**src/ixg_pkg.sv**
```systemverilog
// Shared constants, configuration and item types for the image gradient stream.
package ixg_pkg;

	localparam int MAX_WIDTH    = 2048;
	localparam int MAX_CHANNELS = 4;
	localparam int SAMPLE_BITS  = 16;
	localparam int MAX_HEIGHT   = 2048;

	// Port widths of the result fields
	localparam int GRAD_W = 18;
	localparam int COL_W  = 11;
	localparam int ROW_W  = 11;
	localparam int CHAN_W = 2;

	// Configuration register widths
	localparam int CFG_DIM_W  = 12;
	localparam int CFG_CHAN_W = 3;
	localparam int PADDR_W    = 4;
	localparam int PDATA_W    = 32;

	// Internal counter widths
	localparam int COL_BITS  = (MAX_WIDTH > 2) ? $clog2(MAX_WIDTH) : 1;
	localparam int WCNT_BITS = $clog2(MAX_WIDTH) + 1;
	localparam int HCNT_BITS = $clog2(MAX_HEIGHT) + 1;
	localparam int ROW_BITS  = $clog2(MAX_HEIGHT);
	localparam int CH_BITS   = (MAX_CHANNELS > 1) ? $clog2(MAX_CHANNELS) : 1;
	localparam int NC_BITS   = $clog2(MAX_CHANNELS) + 1;
	localparam int ADDR_BITS = $clog2(MAX_WIDTH * MAX_CHANNELS);
	localparam int DIFF_BITS = SAMPLE_BITS + 2;

	// Register indexes (byte address = 4 * index)
	localparam logic [1:0] REG_WIDTH  = 2'd0;
	localparam logic [1:0] REG_HEIGHT = 2'd1;
	localparam logic [1:0] REG_CHANS  = 2'd2;

	localparam logic [CFG_DIM_W-1:0]  WIDTH_RESET  = CFG_DIM_W'(640);
	localparam logic [CFG_DIM_W-1:0]  HEIGHT_RESET = CFG_DIM_W'(480);
	localparam logic [CFG_CHAN_W-1:0] CHANS_RESET  = CFG_CHAN_W'(3);

	// Clamped frame geometry in use
	typedef struct packed {
		logic [WCNT_BITS-1:0] width;
		logic [HCNT_BITS-1:0] height;
		logic [NC_BITS-1:0]   chans;
	} ixg_cfg_t;

	// Position and border flags of one item
	typedef struct packed {
		logic                produce;
		logic                flush;
		logic                first_row;
		logic                col_first;
		logic                col_last;
		logic                sel;
		logic                frame_end;
		logic [COL_BITS-1:0] col;
		logic [ROW_BITS-1:0] row;
		logic [CH_BITS-1:0]  chan;
	} ixg_item_t;

endpackage

```
**src/ixg_grad.sv**
```systemverilog
// Gradient arithmetic and result register.
module ixg_grad (
	input  logic                                clk,
	input  logic                                load,
	input  ixg_pkg::ixg_item_t                  item_s1,
	input  logic signed [ixg_pkg::SAMPLE_BITS-1:0] sample_s1,
	input  logic signed [ixg_pkg::SAMPLE_BITS-1:0] a_cur,
	input  logic signed [ixg_pkg::SAMPLE_BITS-1:0] a_right,
	input  logic signed [ixg_pkg::SAMPLE_BITS-1:0] b_cur,
	input  logic signed [ixg_pkg::SAMPLE_BITS-1:0] b_right,
	output logic signed [ixg_pkg::GRAD_W-1:0]   grad_x,
	output logic signed [ixg_pkg::GRAD_W-1:0]   grad_y,
	output logic [ixg_pkg::COL_W-1:0]           col,
	output logic [ixg_pkg::ROW_W-1:0]           row,
	output logic [ixg_pkg::CHAN_W-1:0]          channel,
	output logic                                frame_end
);
	import ixg_pkg::*;

	// previous-row sample one pixel back, per channel
	logic signed [SAMPLE_BITS-1:0] left_q [MAX_CHANNELS];

	logic signed [SAMPLE_BITS-1:0] cur;
	logic signed [SAMPLE_BITS-1:0] right;
	logic signed [SAMPLE_BITS-1:0] older;
	logic signed [SAMPLE_BITS-1:0] left;
	logic signed [DIFF_BITS-1:0]   gx;
	logic signed [DIFF_BITS-1:0]   gy;

	// the store taking the incoming row holds the row before the previous one
	assign cur   = item_s1.sel ? a_cur : b_cur;
	assign right = item_s1.sel ? a_right : b_right;
	assign older = item_s1.sel ? b_cur : a_cur;
	assign left  = left_q[item_s1.chan];

	always_comb begin
		if (item_s1.col_first) begin
			gx = (DIFF_BITS'(right) - DIFF_BITS'(cur)) <<< 1;
		end else if (item_s1.col_last) begin
			gx = (DIFF_BITS'(cur) - DIFF_BITS'(left)) <<< 1;
		end else begin
			gx = DIFF_BITS'(right) - DIFF_BITS'(left);
		end

		if (item_s1.first_row) begin
			gy = (DIFF_BITS'(sample_s1) - DIFF_BITS'(cur)) <<< 1;
		end else if (item_s1.flush) begin
			gy = (DIFF_BITS'(cur) - DIFF_BITS'(older)) <<< 1;
		end else begin
			gy = DIFF_BITS'(sample_s1) - DIFF_BITS'(older);
		end
	end

	always_ff @(posedge clk) begin
		if (load) begin
			left_q[item_s1.chan] <= cur;
			grad_x    <= GRAD_W'(gx);
			grad_y    <= GRAD_W'(gy);
			col       <= COL_W'(item_s1.col);
			row       <= ROW_W'(item_s1.row);
			channel   <= CHAN_W'(item_s1.chan);
			frame_end <= item_s1.frame_end;
		end
	end

endmodule

```
**config.mk**
```make
export PLATFORM = sky130hd
export DESIGN_NAME = ixg_grad
export DESIGN_NICKNAME = d
export VERILOG_FILES = /design/src/ixg_pkg.sv /design/src/ixg_grad.sv
export SDC_FILE = /design/constraint.sdc
export NUM_CORES = 1
export LEC_CHECK = 0
export BUFFER_PORTS_ARGS = -buffer_cell sky130_fd_sc_hd__buf_2
export CORE_UTILIZATION = 25
export CTS_BUF_LIST = sky130_fd_sc_hd__clkbuf_8
export CTS_CLUSTER_SIZE = 14
export DETAILED_ROUTE_END_ITERATION = 12
export HOLD_SLACK_MARGIN = 0.03
export SYNTH_ARGS = -nofsm -noshare
export SYNTH_HDL_FRONTEND = slang
export SYNTH_SLANG_ARGS = --single-unit
```
**constraint.sdc**
```tcl
create_clock -name clk -period 6.37 [get_ports clk]
set_clock_uncertainty 0.2 [all_clocks]
set_input_delay 0 -clock clk [delete_from_list [all_inputs] [get_ports clk]]
set_output_delay 0 -clock clk [all_outputs]
set_load 0.1 [all_outputs]
```
-- Word level (Yosys, flattened, before mapping)
Memory sizes are Yosys's and may differ from the RTL's.
Cells that the tools add are included.
- bits in registers: 61
- bits in writable memories: 64
- input port bits: 113
- output and inout bits: 61
- word-level logic and storage cells: 26
- memories: 1
- memory list (name ; depth ; bits a word ; read ports ; clocked after Yosys merged registers in ; wr ports ; RTL line ; source):
    left_q ; 4 ; 16 ; 1 ; 0 ; 1 ; ixg_grad.sv:21 ; logic signed [SAMPLE_BITS-1:0] left_q [MAX_CHANNELS];
- $add $sub $neg: 6
- muxes and demuxes: 9
- reductions and logical operators: 2
- operators with widths (kind ; count):
    16-bit by 16-bit subtractor with 17-bit output ; 6
    18-bit 2-to-1 mux ; 4
    16-bit 2-to-1 mux ; 3
    2-bit OR reduction ; 2
    1-bit 2-to-1 mux ; 2

-- Logic depth before layout (Yosys ltp)
- depth after elaboration: 4
- gate-level depth with buffers: 15
- depth with buffers taken out: 13

-- Worst setup path before layout
Ideal clock, no wire load.
- path type: input port to flip-flop
- start point: input item_s1[25] (netlist name)
- end point: register grad_x[13] (netlist name), data pin
- library setup time: 0.254 ns
- arrival: 3.334 ns
- required time: 5.916 ns
- setup slack: 2.582 ns
- cell stages on the path: 14
- path buffers: 2
- cell sequence: clkbuf_1 buf_1 mux2i_1 inv_1 fa_1 a21o_1 a211oi_1 o21ai_1 a21o_1 a21oi_2 o21ai_1 or3_1 a32o_1 a21o_1
- word-level cells in the longest chain between the ends: 4
- elaborated cells on any way between the ends: 7
- classes of those cells: add/sub (3); mux (4)
- ends and longest elaborated chain (what ; RTL line ; source):
    start, declared ; ixg_grad.sv:5 ; input ixg_pkg::ixg_item_t item_s1,
    16-bit 2-to-1 mux (*) ; ixg_grad.sv:31 ; assign cur = item_s1.sel ? a_cur : b_cur;
    via cur[1] ; ixg_grad.sv:23 ; logic signed [SAMPLE_BITS-1:0] cur;
    16-bit by 16-bit subtractor with 17-bit output ; ixg_grad.sv:40 ; gx = (DIFF_BITS'(cur) - DIFF_BITS'(left)) <<< 1;
    18-bit 2-to-1 mux ; ixg_grad.sv:39 ; end else if (item_s1.col_last) begin
    18-bit 2-to-1 mux (*) ; ixg_grad.sv:37 ; if (item_s1.col_first) begin
    via gx[13] ; ixg_grad.sv:27 ; logic signed [DIFF_BITS-1:0] gx;
    end signal, assigned ; ixg_grad.sv:57 ; grad_x <= GRAD_W'(gx);
    end, declared ; ixg_grad.sv:11 ; output logic signed [ixg_pkg::GRAD_W-1:0] grad_x,
The timed path passes the listed nets; every way through them passes the cells marked *.
A chain may end at the register's enable or synchronous reset.

-- Final worst setup path
- start point: input b_cur[0] (netlist name)
- end point: register grad_y[17] (netlist name), data pin
- word-level cells in the longest chain between the ends: 4
- elaborated cells on any way between the ends: 7
- classes of those cells: add/sub (3); mux (4)
- ends and longest elaborated chain (what ; RTL line ; source):
    start, declared ; ixg_grad.sv:9 ; input logic signed [ixg_pkg::SAMPLE_BITS-1:0] b_cur,
    16-bit 2-to-1 mux (*) ; ixg_grad.sv:31 ;
    via cur[0] ; ixg_grad.sv:23 ;
    16-bit by 16-bit subtractor with 17-bit output ; ixg_grad.sv:48 ; gy = (DIFF_BITS'(cur) - DIFF_BITS'(older)) <<< 1;
    18-bit 2-to-1 mux ; ixg_grad.sv:47 ; end else if (item_s1.flush) begin
    18-bit 2-to-1 mux (*) ; ixg_grad.sv:45 ; if (item_s1.first_row) begin
    via gy[17] ; ixg_grad.sv:28 ; logic signed [DIFF_BITS-1:0] gy;
    end signal, assigned ; ixg_grad.sv:58 ; grad_y <= GRAD_W'(gy);
    end, declared ; ixg_grad.sv:12 ; output logic signed [ixg_pkg::GRAD_W-1:0] grad_y,
Marked as above.

==> results.md <==
* Status: completed
* RSZ-0062 raised after global routing: no
* Sequential fraction of design power at approximately 33%
* Synthesized instance count at 901
* Hold EP: grad_x[1]$_DFFE_PP_
* Startpoint Class: input pin
* Syn nets at between 1k and 1.5k
* GRT Residual Overflow at 0
* Crit end category: flop
* Max-slew headroom at the worst pin at around two fifths
* Internal power at between 1.5 and 2 mW
* P&R area growth vs syn at 28.3%
* FF+latch count, synth at 125
* Htree depth at 4
* Fin. max-slew vios at 0
* Critical Path Slowest Stage Cell: dlygate4sd3_1
* Largest net degree at the start of global routing at just over 60
* Synth cell types at 68
* Clock Latency Late Sink at about 480 ps
* Power Dens Cells at about 250 mW/mm^2
* 1st-iter DRT viols at 369
* Die Area at approximately 0.039 mm^2
* Finished Cell Area at ~0.012 mm^2
* Sw Share at a little over two fifths
* Antenna violations before repair at 3
* Async set or reset register ratio after synthesis at 0%
* Reg2Reg Setup Slack at 2500 ps
* Worst hold start: a_right[0]
* Synth area leader: edfxtp_1
* CP required at approximately 6400 ps
* Largest delay contributor family on the critical path: buffers and inverters
* CTS buffer count at 17
* Clock Tree Root: clkbuf_8
* Top cells by area, synth: edfxtp_1 39%, ha_1 12%, mux2i_1 4.1%
* Via count at 7906
* Worst hold slack at between 40 and 50 ps
* Final-report hold violation count at 0
* Path depth of the worst reg2reg path at 12
* Row cnt at 71
* GR Util met2 at a little under a quarter
* Gr usage total at about 14%
* Post_cts resized at 0
* Sequential area share after synthesis at between 30% and 40%
* Critical Path AT at 5350 ps
* Top cell type's share of synthesized area at about two fifths
* Crit-path cells: dlygate4sd3_1 > buf_2 > mux2i_1 > dlygate4sd3_1 > inv_1 > ha_1 > fa_1 > nand2b_1 > a21boi_0 > o21ai_0 > a211oi_1 > nor3_1 > o31ai_1 > a211oi_1 > dlygate4sd3_1 > nand2_1 > a32oi_1 > dlygate4sd3_1
* Setup violations, final at 0
* Worst r2r dst: grad_x[14]$_DFFE_PP_
* Top-level port count at between 150 and 200
* Met3 Usage GRT at 3.25%
* Multi-input logic area at 0.00554 mm^2
* Crit Path Max Fanout at 6
* Final wirelength at ~28 mm
* Routing usage on met1 at roughly a fifth
* Synth Warn # at 0
* Setup tns final at 0 ps
* Post-synth EDFFs at 125
* Initial Util at 25.4%
* FILL cells at 3824
* Comb power frac at between 40 and 50%
* Number of global-route vias before repair at between 7k and 8k
* WP depth at 18
* Hold depth at 4
* VDD IR-drop max at 0.000145 V
* Crit path buf inv count at 6
* Maximum clock frequency at around 190 MHz
* Die Wd at approximately 200 um
* Nets at roughly 1.4k
* DP Cell Count at 1564
* Clock share of power at around 22%
* DRT Pass-1 Iters at 5
* CP dominant cell by count: dlygate4sd3_1
* Fin crit period at 5320 ps
* Fin worst setup slack at around 1100 ps
* Syn Std Cell Area at 0.00959 mm^2
* Fin cells at ~1.7k
* Antenna Nets Post-Route at 0
* TritonCTS clock tree: yes
* Residual DRC at 0
* Max Cap Viol at 0
* Global-route wire length before repair at 41.9 mm
* Layout cell share with drive strength beyond 1 at a little over a fifth
* Switch Pwr at ~1.3 mW
* Hold WC Path Type: input pin to flop
* Register cell area after layout at roughly 0.0038 mm^2
* Gpl congestion at ~0.83
* Pleak at approximately 5 nW
* Dpl cell area at about 0.011 mm^2
* Pre-CTS setup slack at between 1500 and 2000 ps
* Slowest stage delay, CP at 640 ps
* Worst slew pin tran at approximately 900 ps
* Worst reg2reg path startpoint: left_q[3][0]$_DFFE_PP_
* Max Root-Sink Buffers at 2
* Post-DR vias/cell at 4.68
* I/O Buffers at about 170
* Post-DR wirelength/cell at ~16 um
* Synth Area per Inst at 10.6 um^2
* Final period util at around 83%
* Core area at between 0.03 and 0.04 mm^2
* Crit Path Category: input pin to flop
* Clk sinks at roughly 130
* Dpl hpwl at 20.7 mm
* Clock transition at path regs at ~90 ps
* Top Usage Layer GRT: met2
* Die height at 198 um
* Post-synth top flop: edfxtp_1
how the worst max path moves through the flow:
stage / start / to / slack (ps)
floorplan: item_s1[25] / grad_x[13]$_DFFE_PP_ / 2580
global placement: item_s1[25] / grad_y[14]$_DFFE_PP_ / 1980
detailed placement: item_s1[25] / grad_y[14]$_DFFE_PP_ / 1990
CTS: b_cur[0] / grad_y[17]$_DFFE_PP_ / 1060
global route: b_cur[0] / grad_y[17]$_DFFE_PP_ / 750
finish: b_cur[0] / grad_y[17]$_DFFE_PP_ / 1050
sequential cells by signal, summed over array words and instances (netlist names):
signal     count
channel        2
col           11
frame_end      1
grad_x        18
grad_y        18
left_q        64
row           11
tightest hold or removal path, cell delays in order:
cell and delay, ps:
buf_2 70, mux2i_1 100, ha_1 300, a21oi_1 70
metal layers:
layer	wire (um)	share of wire [%]	up-vias
met3	1510	5.4	18
met1	13400	49	3705
met5	0	0	-
met4	242	0.87	0
li1	-	-	3981
met2	12500	45	202
kinds of logic after synthesis:
kind of cell / share of synthesized area (%)
mux: 9.59
simple gates: 11.4
xor+xnor: 5.48
buf+inv: 3.25
flops: 39.1
compound gates: 17.5
fa+ha+maj: 13.6
timing repair:
action,4_1_cts,5_1_grt
hold buffers,91,0
hold endpoints to repair,130,0
buffers inserted,0,0
cell type report:
class                           count  share of cell area [%]
Antenna cell                        1                  0.0203
Clock buffer                       17                    1.90
Clock inverter                     15                    1.02
Inverter                           60                    1.83
Multi-Input combinational cell    693                    45.0
Sequential cell                   125                    30.5
Tap cell                          511                    5.19
Timing Repair Buffer              266                    14.6
stage by stage:
step	total power, mW	utilization (%)
global placement	2.31	29.2
global route	3.22	32.6
CTS	3.08	32.6
finish	3.05	32.6
floorplan	2.06	-
detailed placement	2.32	29.2
cells in the final DEF, fill, tap and decap left out, types with 8 or more instances in the layout:
cell type	count
buf_2	171
edfxtp_1	125
ha_1	95
dlygate4sd3_1	91
a21oi_1	66
inv_1	59
nor2_1	50
xnor2_1	40
mux2i_1	39
nand2_1	33
o21ai_0	30
nor3_1	29
xor2_1	20
nand2b_1	20
o21a_1	19
nor2b_1	17
clkbuf_8	17
mux4_2	16
or3_1	16
a21o_1	16
a211oi_1	16
mux2_2	15
a31oi_1	13
o21ai_1	12
nand3_1	11
o211ai_1	11
a22oi_1	8
power groups by stage:
stage          Clock, mW  Sequential, mW  Combinational (mW)
6_report           0.684            1.02                1.35
3_5_place_dp           0            1.04                1.29
3_3_place_gp           0            1.03                1.28
4_1_cts            0.712            1.02                1.35
2_1_floorplan          0            1.40               0.662
5_1_grt            0.737            1.02                1.46
synth_stat cells (all sizes together), types with 17 or more instances:
cell type    n
edfxtp     125
a21oi       69
nand2b      20
nand2       33
nor2b       17
ha          95
nor2        51
inv         59
xnor2       40
clkbuf      17
o21ai       43
xor2        20
o21a        19
nor3        29
mux2i       39
(Power assumes the default switching activity.)
