### src/ixg_pkg.sv
// Shared constants, configuration and item types for the image gradient stream.
package ixg_pkg;

	localparam int MAX_WIDTH    = 2048;
	localparam int MAX_CHANNELS = 4;
	localparam int SAMPLE_BITS  = 16;
	localparam int MAX_HEIGHT   = 2048;

	// Port widths of the result fields
	localparam int GRAD_W = 18;
	localparam int COL_W  = 11;
	localparam int ROW_W  = 11;
	localparam int CHAN_W = 2;

	// Configuration register widths
	localparam int CFG_DIM_W  = 12;
	localparam int CFG_CHAN_W = 3;
	localparam int PADDR_W    = 4;
	localparam int PDATA_W    = 32;

	// Internal counter widths
	localparam int COL_BITS  = (MAX_WIDTH > 2) ? $clog2(MAX_WIDTH) : 1;
	localparam int WCNT_BITS = $clog2(MAX_WIDTH) + 1;
	localparam int HCNT_BITS = $clog2(MAX_HEIGHT) + 1;
	localparam int ROW_BITS  = $clog2(MAX_HEIGHT);
	localparam int CH_BITS   = (MAX_CHANNELS > 1) ? $clog2(MAX_CHANNELS) : 1;
	localparam int NC_BITS   = $clog2(MAX_CHANNELS) + 1;
	localparam int ADDR_BITS = $clog2(MAX_WIDTH * MAX_CHANNELS);
	localparam int DIFF_BITS = SAMPLE_BITS + 2;

	// Register indexes (byte address = 4 * index)
	localparam logic [1:0] REG_WIDTH  = 2'd0;
	localparam logic [1:0] REG_HEIGHT = 2'd1;
	localparam logic [1:0] REG_CHANS  = 2'd2;

	localparam logic [CFG_DIM_W-1:0]  WIDTH_RESET  = CFG_DIM_W'(640);
	localparam logic [CFG_DIM_W-1:0]  HEIGHT_RESET = CFG_DIM_W'(480);
	localparam logic [CFG_CHAN_W-1:0] CHANS_RESET  = CFG_CHAN_W'(3);

	// Clamped frame geometry in use
	typedef struct packed {
		logic [WCNT_BITS-1:0] width;
		logic [HCNT_BITS-1:0] height;
		logic [NC_BITS-1:0]   chans;
	} ixg_cfg_t;

	// Position and border flags of one item
	typedef struct packed {
		logic                produce;
		logic                flush;
		logic                first_row;
		logic                col_first;
		logic                col_last;
		logic                sel;
		logic                frame_end;
		logic [COL_BITS-1:0] col;
		logic [ROW_BITS-1:0] row;
		logic [CH_BITS-1:0]  chan;
	} ixg_item_t;

endpackage

### src/ixg_ctrl.sv
// Raster position counters, store addressing and border flags.
module ixg_ctrl (
	input  logic                         clk,
	input  logic                         arst_n,
	input  logic                         restart,
	input  logic                         accept,
	input  ixg_pkg::ixg_cfg_t            cfg,
	output ixg_pkg::ixg_item_t           item,
	output logic [ixg_pkg::ADDR_BITS-1:0] rd_addr0,
	output logic [ixg_pkg::ADDR_BITS-1:0] rd_addr1,
	output logic                         wr_en,
	output logic                         wr_sel
);
	import ixg_pkg::*;

	logic [COL_BITS-1:0]  col_q;
	logic [CH_BITS-1:0]   ch_q;
	logic [HCNT_BITS-1:0] row_q;
	logic                 sel_q;
	logic [ADDR_BITS-1:0] base_q;

	logic                 last_ch;
	logic                 last_col;
	logic                 flush;
	logic [ADDR_BITS-1:0] idx;
	logic [HCNT_BITS-1:0] row_m1;

	assign last_ch  = (NC_BITS'(ch_q) + NC_BITS'(1)) >= cfg.chans;
	assign last_col = (WCNT_BITS'(col_q) + WCNT_BITS'(1)) >= cfg.width;
	assign flush    = row_q >= cfg.height;
	assign idx      = base_q + ADDR_BITS'(ch_q);
	assign row_m1   = row_q - HCNT_BITS'(1);

	assign rd_addr0 = idx;
	assign rd_addr1 = last_col ? idx : idx + ADDR_BITS'(cfg.chans);
	assign wr_en    = accept && !flush;
	assign wr_sel   = sel_q;

	always_comb begin
		item.produce   = row_q != '0;
		item.flush     = flush;
		item.first_row = row_q == HCNT_BITS'(1);
		item.col_first = col_q == '0;
		item.col_last  = last_col;
		item.sel       = sel_q;
		item.frame_end = flush && last_col && last_ch;
		item.col       = col_q;
		item.row       = row_m1[ROW_BITS-1:0];
		item.chan      = ch_q;
	end

	always_ff @(posedge clk or negedge arst_n) begin
		if (!arst_n) begin
			col_q  <= '0;
			ch_q   <= '0;
			row_q  <= '0;
			sel_q  <= 1'b0;
			base_q <= '0;
		end else if (restart) begin
			col_q  <= '0;
			ch_q   <= '0;
			row_q  <= '0;
			sel_q  <= 1'b0;
			base_q <= '0;
		end else if (accept) begin
			if (!last_ch) begin
				ch_q <= ch_q + CH_BITS'(1);
			end else begin
				ch_q <= '0;
				if (!last_col) begin
					col_q  <= col_q + COL_BITS'(1);
					base_q <= base_q + ADDR_BITS'(cfg.chans);
				end else begin
					col_q  <= '0;
					base_q <= '0;
					// flush row done: back to the start of a frame
					if (row_q >= cfg.height) begin
						row_q <= '0;
						sel_q <= 1'b0;
					end else begin
						row_q <= row_q + HCNT_BITS'(1);
						sel_q <= !sel_q;
					end
				end
			end
		end
	end

endmodule

### config.mk
export PLATFORM = sky130hd
export DESIGN_NAME = ixg_ctrl
export DESIGN_NICKNAME = d
export VERILOG_FILES = /design/src/ixg_pkg.sv /design/src/ixg_ctrl.sv
export SDC_FILE = /design/constraint.sdc
export NUM_CORES = 1
export LEC_CHECK = 0
export BUFFER_PORTS_ARGS = -buffer_cell sky130_fd_sc_hd__buf_4
export CELL_PAD_IN_SITES_DETAIL_PLACEMENT = 1
export CELL_PAD_IN_SITES_GLOBAL_PLACEMENT = 2
export CORE_MARGIN = 2
export CORE_UTILIZATION = 25
export CTS_BUF_LIST = sky130_fd_sc_hd__clkbuf_4
export CTS_CLUSTER_DIAMETER = 50
export DETAILED_ROUTE_END_ITERATION = 8
export GPL_ROUTABILITY_DRIVEN = 0
export MAX_ROUTING_LAYER = met4
export PLACE_DENSITY = 0.68
export SETUP_SLACK_MARGIN = 0.3
export SLEW_MARGIN = 20
export SYNTH_ARGS = -nofsm -noshare
export SYNTH_HDL_FRONTEND = slang
export SYNTH_SLANG_ARGS = --single-unit
### constraint.sdc
create_clock -name clk -period 5.7 [get_ports clk]
set_input_delay 1.71 -clock clk [delete_from_list [all_inputs] [get_ports clk]]
set_output_delay 1.71 -clock clk [all_outputs]
set_load 0.05 [all_outputs]
### Word-level counts from Yosys, hierarchy flattened

Cells that the tools add are included.

* register bits: 39
* output and inout bits: 59
* logic and storage cells: 52

* add/subtract/negate cells: 9
* magnitude comparators: 3
* equality and inequality tests: 1
* multiplexer cells: 22
* reduce and logical (&&, ||, !) cells: 12

Operators by type and width (number)
* 2-to-1 mux 13 bit: 5
* 2-to-1 mux 12 bit: 5
* 2-to-1 mux 11 bit: 4
* adder 13 x 3 -> 13 bit: 2
* >= comparator 12 bit: 2
* adder 13 x 2 -> 13 bit: 1
* adder 11 x 1 -> 12 bit (second input constant): 1
* adder 12 x 1 -> 12 bit (second input constant): 1
* == test 12 x 1 -> 1 bit (second input constant): 1
* nonzero test 12 bit: 1
* adder 11 x 1 -> 11 bit (second input constant): 1
* zero test 11 bit: 1
* subtractor 11 x 1 -> 11 bit (second input constant): 1
* 2-to-1 mux 2 bit: 3
* nonzero test 2 bit: 3
* 2-to-1 mux 1 bit: 5
* adder 2 x 1 -> 3 bit (second input constant): 1
* >= comparator 3 bit: 1
* logical AND 1 bit: 3
* AND reduction 3 bit: 1
* adder 2 x 1 -> 2 bit (second input constant): 1
* zero test 1 bit: 2
* AND reduction 2 bit: 1

### Depth between registers and ports, before layout

Gate-level depths: netlist of run 1.

* word-level depth: 6
* depth in mapped cells: 13

### Worst setup path before layout of run 1

OpenSTA, ideal clock, no wires.

* kind: reg2out
* start: register ch_q[0]
* end: output rd_addr1[12] (netlist bit)
* data arrival time: 4021 ps
* data required time: 3990 ps
* path slack: -31 ps
* cell stages (with the launch flop): 10
* cells stage by stage: dfrtp_1 -> ha_1 -> inv_1 -> fa_1 -> xnor2_1 -> ha_1 -> a21oi_1 -> nor3b_1 -> and4b_1 -> xor2_1

* word-level cells in the longest chain between the ends: 3

RTL lines
* start: declaration: RTL line ixg_ctrl.sv:17 `logic [CH_BITS-1:0] ch_q;`
* start signal: assignment: RTL line ixg_ctrl.sv:67 `ch_q <= ch_q + CH_BITS'(1);`
* adder 13 x 2 -> 13 bit: RTL line ixg_ctrl.sv:31 `assign idx = base_q + ADDR_BITS'(ch_q);`
* named net rd_addr0, one bit: RTL line ixg_ctrl.sv:9 `output logic [ixg_pkg::ADDR_BITS-1:0] rd_addr0,`
* adder 13 x 3 -> 13 bit: RTL line ixg_ctrl.sv:35 `assign rd_addr1 = last_col ? idx : idx + ADDR_BITS'(cfg.chans);`
* 2-to-1 mux 13 bit: RTL line ixg_ctrl.sv:35
* end: declaration: RTL line ixg_ctrl.sv:10 `output logic [ixg_pkg::ADDR_BITS-1:0] rd_addr1,`

The timed path passes the listed nets, and every way through them passes these cells.

### Worst setup path in the final report of run 1

* start: input cfg[20] (netlist bit)
* end: output rd_addr1[0] (netlist bit)

* word-level cells in the longest chain between the ends: 2

RTL lines
* start: declaration: RTL line ixg_ctrl.sv:7 `input ixg_pkg::ixg_cfg_t cfg,`
* >= comparator 12 bit: RTL line ixg_ctrl.sv:29 `assign last_col = (WCNT_BITS'(col_q) + WCNT_BITS'(1)) >= cfg.width;`
* 2-to-1 mux 13 bit: RTL line ixg_ctrl.sv:35

Every way passes these cells.

==> results.sh, run 1 <==
export IMPL_grt_pass1_vias=3746
export IMPL_yosysTopAreaCellShare=0.254
export IMPL_synth_seq_cells=39
export IMPL_hold_viol_final=0
export IMPL_synthCells=467
export IMPL_clock_latency_ps=360
export IMPL_finalNetCount=638
export IMPL_timing_hold_ws_ps=533
export IMPL_rows=45
export IMPL_powerDensity_nw_per_um2=344
export IMPL_cp_arrival_ps=3590
export IMPL_intPower_uw=839
export IMPL_maxSlewViolCount=0
export IMPL_fin_area_um2=5020
export IMPL_crit_required_ps=3990
export IMPL_path_clk_slew_ps=130
export IMPL_die_area_um2=16400
export IMPL_synth_common_cells="45 x nand2_1, 42 x ha_1, 42 x inv_1"
export IMPL_syn_avg_cell_area_um2=8.23
export IMPL_cts_max_level=2
export IMPL_numCtsBuffers=5
export IMPL_rsz0062_at_grt="true"
export IMPL_p_clk_frac=0.112
export IMPL_fill_cells=1782
export IMPL_drt_initial_drc_count=78
export IMPL_stdcell_count=751
export IMPL_crit_fanout=8
export IMPL_dpl_cell_area_um2=4730
export IMPL_synth_main_ff_cell="dfrtp_1"
export IMPL_switchingPower_uw=888
export IMPL_cts_tree="yes"
export IMPL_synth_edf_count=0
export IMPL_io_buffers=89
export IMPL_seqPwrFrac=0.220
export IMPL_cp_slowest_stage_delay_ps=340
export IMPL_end_kind="primary output"
export IMPL_synth_cell_types=60
export IMPL_core_area_um2=15100
export IMPL_clockBufferDepth=2
export IMPL_crit_path_start_kind="input port"
export IMPL_diodes=0
export IMPL_yosysTopAreaCell="dfrtp_1"
export IMPL_crit_slowest_cell="mux2_2"
export IMPL_syn_area_um2=3840
export IMPL_track_usage=0.146
export IMPL_yosysMostFrequentCell="nand2_1"
export IMPL_power_frac_comb=0.668
export IMPL_syn2layout_area_growth_pct=30.6
export IMPL_hp_class="reg2reg"
export IMPL_wl_mm=11.2
export IMPL_cts_hold_buf=0
export IMPL_synth_seq_area_share=0.254
export IMPL_outcome="finished clean"
export IMPL_ys_top_cells_by_area="dfrtp_1 25%, ha_1 14%, xnor2_1 8.0%"
export IMPL_first_pass_iters=4
export IMPL_hpwlAfterDp_mm=8.65
export IMPL_die_height_um=128
export IMPL_grt_pass1_wl_mm=18.9
export IMPL_timing_critical_path_mode_cell="buf_4"
export IMPL_ys_warn_count=0
export IMPL_leakagePower_uw=0.00254
export IMPL_fp_dieW_um=128
export IMPL_drc=0
export IMPL_post_drt_wl_per_cell_um=14.9
export IMPL_finalSetupViolCount=0
export IMPL_gr_total_overflow=0
export IMPL_path_buf_inv=4
export IMPL_drive_above_1_share=0.286
export IMPL_synth_net_count=543
export IMPL_finalCriticalPeriod_ps=5300
export IMPL_crit_chain="buf_4, inv_1, ha_1, nand2_1, nor3_4, a21o_4, a21o_1, buf_4, mux2_2, buf_4"
export IMPL_vias_per_cell=4.80
export IMPL_setup_tns_final_ps=0
export IMPL_clockRootBuffer="clkbuf_4"
export IMPL_irDropWorstVdd_mv=0.278
export IMPL_tightest_slew_ps=532
export IMPL_skew_ps=11.7
export IMPL_fmax_ghz=0.189
export IMPL_crit_type="in2out"
export IMPL_maxCapViolations=0
export IMPL_power_switching_share=0.514
export IMPL_antenna_left=0
export IMPL_dp_cells=726
export IMPL_period_share=0.930
export IMPL_antenna_found_initial=0
export IMPL_grt_max_degree=40
export IMPL_cts_sinks=39
export IMPL_cp_top_family="buffers and inverters"
export IMPL_dr_total_vias=3603
export IMPL_async_flop_share=1.00
export IMPL_relSlewSlack=0.642
export IMPL_ios=90
export IMPL_start_util=0.255
==> layout by cell type, fill, tap and decap left out, drive strengths merged, types with 5 or more instances in the layout <==
cell    netlist  final
nand2b        5      5
nor3         21     21
buf          13    110
nand2        46     46
nor4          5      5
ha           42     42
a21oi        23     23
xnor2        36     36
xor2         13     13
nor2         37     37
nor2b         6      6
dfrtp        39     39
inv          42     42
nand4         6      6
nand3        12     12
a21o          9      9
o21ai        26     26
clkbuf        9      5
or3          11     11
and2          7      7
and3          6      6
a22o          9      9
==> layout make-up <==
cell class	instances	area, um2	area share
repair buffers	110	830	0.165
inverters	43	166	0.0331
well taps	188	235	0.0468
clock buffers	5	37.5	0.00747
multi-input cells	363	2730	0.544
flip-flops and latches	39	978	0.195
clock inverters	3	43.8	0.00872
==> cell families after synthesis <==
kind of cell,after synthesis,share of synthesized area
AOI/OAI and AO/OA,91,0.162
xor gates and xnor gates,49,0.116
adders and majority gates,45,0.152
buffers and inverters,65,0.0761
DFF,39,0.254
muxes,3,0.00814
and+or+nand+nor,175,0.231
==> power groups by stage <==
stage          Clock, uW  Combinational [uW]  Sequential [uW]
2_1_floorplan          0                 723              377
3_3_place_gp           0                 982              386
3_5_place_dp           0                 994              385
4_1_cts              203                1140              380
5_1_grt              213                1240              391
6_report             193                1150              380
==> repair_timing <==
| action | CTS | global route |
|---|---|---|
| resized for setup | 8 | 11 |
| buffers inserted | 17 | 0 |
| pin swaps | 4 | 4 |
| endpoints found under the setup margin | 10 | 30 |
==> final timing paths <==
kind	slack (ps)	endpoint	start	depth (start not counted)
max	400	rd_addr1[0]	cfg[20]	10
min in group asynchronous	1310	base_q[12]$_DFFE_PN0P_	arst_n	1
max in group asynchronous	3990	col_q[0]$_DFFE_PN0P_	arst_n	1
max reg2reg	950	row_q[7]$_DFFE_PN0P_	col_q[0]$_DFFE_PN0P_	26
min	530	wr_sel$_DFFE_PN0P_	wr_sel$_DFFE_PN0P_	1
min reg2reg	530	wr_sel$_DFFE_PN0P_	wr_sel$_DFFE_PN0P_	1
==> flip-flops by register name, summed over array words and instances (netlist names) <==
| name | flops |
|---|---|
| row_q | 12 |
| wr_sel | 1 |
| ch_q | 2 |
| base_q | 13 |
| col_q | 11 |
==> per-layer routing <==
metal / track usage / part of all wire
met5: - / 0
met1: 0.202 / 0.51
met3: 0.0142 / 0.027
met4: 0.0252 / 0.0093
met2: 0.234 / 0.46
==> worst reg2reg max path, stage by stage, from the launching register on <==
cell and delay (ps):
dfrtp_2 480, ha_1 250, xor2_1 260, ha_4 260, a211oi_4 210, o21ai_2 100
buf_4 140, buf_4 120, buf_4 120, buf_4 120, buf_4 120, buf_4 120
buf_4 120, buf_4 120, buf_4 120, buf_4 120, buf_4 120, buf_4 120
buf_4 120, buf_4 120, buf_4 120, buf_4 120, buf_4 130, a2111oi_4 380
nor3_4 140, and2_2 280, a22o_1 220
==> through the flow <==
stage                     power (uW)   util  setup WS [ps]
after floorplan                 1100      -            133
after global placement          1370  0.313            170
after detailed placement        1380  0.313            180
after CTS                       1720  0.330            306
after global routing            1840  0.333            263
final                           1730  0.333            397
(Power assumes the default switching activity.)
==> inputs of run 2 (changes only) <==
CELL_PAD_IN_SITES_GLOBAL_PLACEMENT = 1   (was 2)
PLACE_DENSITY = 0.57   (was 0.68)
==> run 2 against run 1 <==
- non-clock buffer count shrank 16
- maximum frequency increased by 0.22%
- wire length fell by 3.0%
- final cell count is 2.0% lower
- die area unchanged
- register-to-register slack better by 1200 ps
- via count decreased by 0.44%
- sequential power barely moved
- critical endpoint is now rd_addr1[12]
- largest power group unchanged
==> results.sh, run 2 (synthesized netlist as in run 1, its figures left out) <==
export IMPL_outcome="finished clean"
export IMPL_syn2layout_area_growth_pct=26.5
export IMPL_reg2reg_depth=12
export IMPL_fp_dieW_um=128
export IMPL_leakagePower_uw=0.00245
export IMPL_antenna_left=0
export IMPL_cts_max_level=2
export IMPL_holdPathEnd="wr_sel$_DFFE_PN0P_"
export IMPL_timing_hold_ws_ps=535
export IMPL_multi_input_area_um2=2690
export IMPL_rsz0062_at_grt="false"
export IMPL_crit_slowest_cell="a211oi_4"
export IMPL_drive_above_1_share=0.256
export IMPL_rrSetupSlack_ps=2100
export IMPL_maxSlewViolCount=0
export IMPL_ios=90
export IMPL_wl_mm=10.9
export IMPL_grtUsageMet1=0.194
export IMPL_antenna_found_initial=1
export IMPL_largest_reg_flops=13
export IMPL_met3_usage=0.0146
export IMPL_die_height_um=128
export IMPL_hold_viol_final=0
export IMPL_cts_sinks=39
export IMPL_drt_initial_drc_count=180
export IMPL_clock_latency_ps=360
export IMPL_hpwlAfterDp_mm=8.50
export IMPL_path_clk_slew_ps=130
export IMPL_seqCellArea_um2=978
export IMPL_fin_area_um2=4860
export IMPL_fill_cells=1781
export IMPL_mostFrequentLayoutCells="93 x buf_4, 45 x nand2_1, 41 x inv_1, 41 x ha_1, 37 x dfrtp_1"
export IMPL_relSlewSlack=0.550
export IMPL_hp_start="wr_sel$_DFFE_PN0P_"
export IMPL_clockBufferDepth=2
export IMPL_clockRootBuffer="clkbuf_4"
export IMPL_total_power_uw=1590
export IMPL_grt_pass1_wl_mm=18.0
export IMPL_grt_pass1_vias=3593
export IMPL_finalNetCount=622
export IMPL_crit_cells=10
export IMPL_cp_top_family="compound AO/OA/AOI/OAI gates"
export IMPL_finalCriticalPeriod_ps=5290
export IMPL_finalSetupViolCount=0
export IMPL_gr_total_overflow=0
export IMPL_hold_depth=1
export IMPL_cp_arrival_ps=3580
export IMPL_core_area_um2=15100
export IMPL_post_drt_wl_per_cell_um=14.8
export IMPL_die_area_um2=16400
export IMPL_top_usage_layer="met2"
export IMPL_setup_tns_final_ps=0
export IMPL_stdcell_count=736
export IMPL_fmax_ghz=0.189
export IMPL_track_usage=0.140
export IMPL_hp_class="reg2reg"
export IMPL_crit_type="in2out"
export IMPL_reg2reg_from="col_q[1]$_DFFE_PN0P_"
export IMPL_tightest_slew_ps=673
export IMPL_numCtsBuffers=5
export IMPL_drc=0
export IMPL_timing_critical_path_mode_cell="buf_4"
export IMPL_grt_use_met2=0.220
export IMPL_irDropWorstVdd_mv=0.265
export IMPL_rr_endpoint="row_q[7]$_DFFE_PN0P_"
export IMPL_top_register="base_q"
export IMPL_dr_total_vias=3587
export IMPL_rows=45
export IMPL_powerDensity_nw_per_um2=327
export IMPL_maxCapViolations=0
export IMPL_dpl_cell_area_um2=4730
export IMPL_period_share=0.928
export IMPL_path_buf_inv=3
export IMPL_largestRegisters="base_q: 13 flops, row_q: 12 flops, col_q: 11 flops"
export IMPL_crit_path_start_kind="input port"
export IMPL_final_common_cell="buf_4"
export IMPL_grt_max_degree=40
export IMPL_cts_tree="yes"
export IMPL_end_kind="primary output"
export IMPL_cp_slowest_stage_delay_ps=300
export IMPL_vias_per_cell=4.87
export IMPL_crit_fanout=6
export IMPL_dp_cells=726
export IMPL_crit_required_ps=3990
export IMPL_skew_ps=12.5
export IMPL_first_pass_iters=4
export IMPL_start_util=0.255
export IMPL_io_buffers=89
export IMPL_crit_chain="buf_4, inv_2, ha_4, a211oi_2, o21ai_2, a21o_4, a211oi_4, and4b_1, xor2_1, buf_4"
run 2: worst max path at each step:
stage | start | end
after floorplan | cfg[17] | rd_addr1[12]
after global placement | cfg[17] | rd_addr1[4]
after detailed placement | cfg[17] | rd_addr1[12]
after CTS | cfg[22] | rd_addr1[0]
after global routing | col_q[1]$_DFFE_PN0P_ | rd_addr1[0]
final | cfg[17] | rd_addr1[12]
run 2: layer usage:
| metal | up-vias | routed length [um] |
|---|---|---|
| li1 | 1759 | - |
| met1 | 1740 | 5410 |
| met2 | 79 | 4920 |
| met3 | 9 | 420 |
| met4 | 0 | 134 |
| met5 | - | 0 |
run 2: metrics by stage:
stage | setup WS [ps] | utilization
2_1_floorplan | 133 | -
3_3_place_gp | 272 | 0.313
3_5_place_dp | 259 | 0.313
4_1_cts | 302 | 0.321
5_1_grt | 311 | 0.322
6_report | 409 | 0.322
run 2: area by class of cell:
class | count | area share
clock buffer | 5 | 0.00772
multi-input combinational | 363 | 0.553
inverter | 43 | 0.0342
tap | 188 | 0.0484
timing repair buffer | 94 | 0.146
clock inverter | 3 | 0.00900
antenna | 1 | 0.000515
sequential | 39 | 0.201
run 2: power breakdown:
group	internal [uW]	switching, uW
clock	92.3	103
combinational	338	674
sequential	307	74.8
run 2: what timing repair did:
action | 4_1_cts | 5_1_grt
endpoints found under the setup margin | 6 | 14
hold buffers | 0 | 0
resized for setup | 6 | 6
setup buffers | 1 | 0
cloned | 0 | 0
pin swaps | 3 | 4
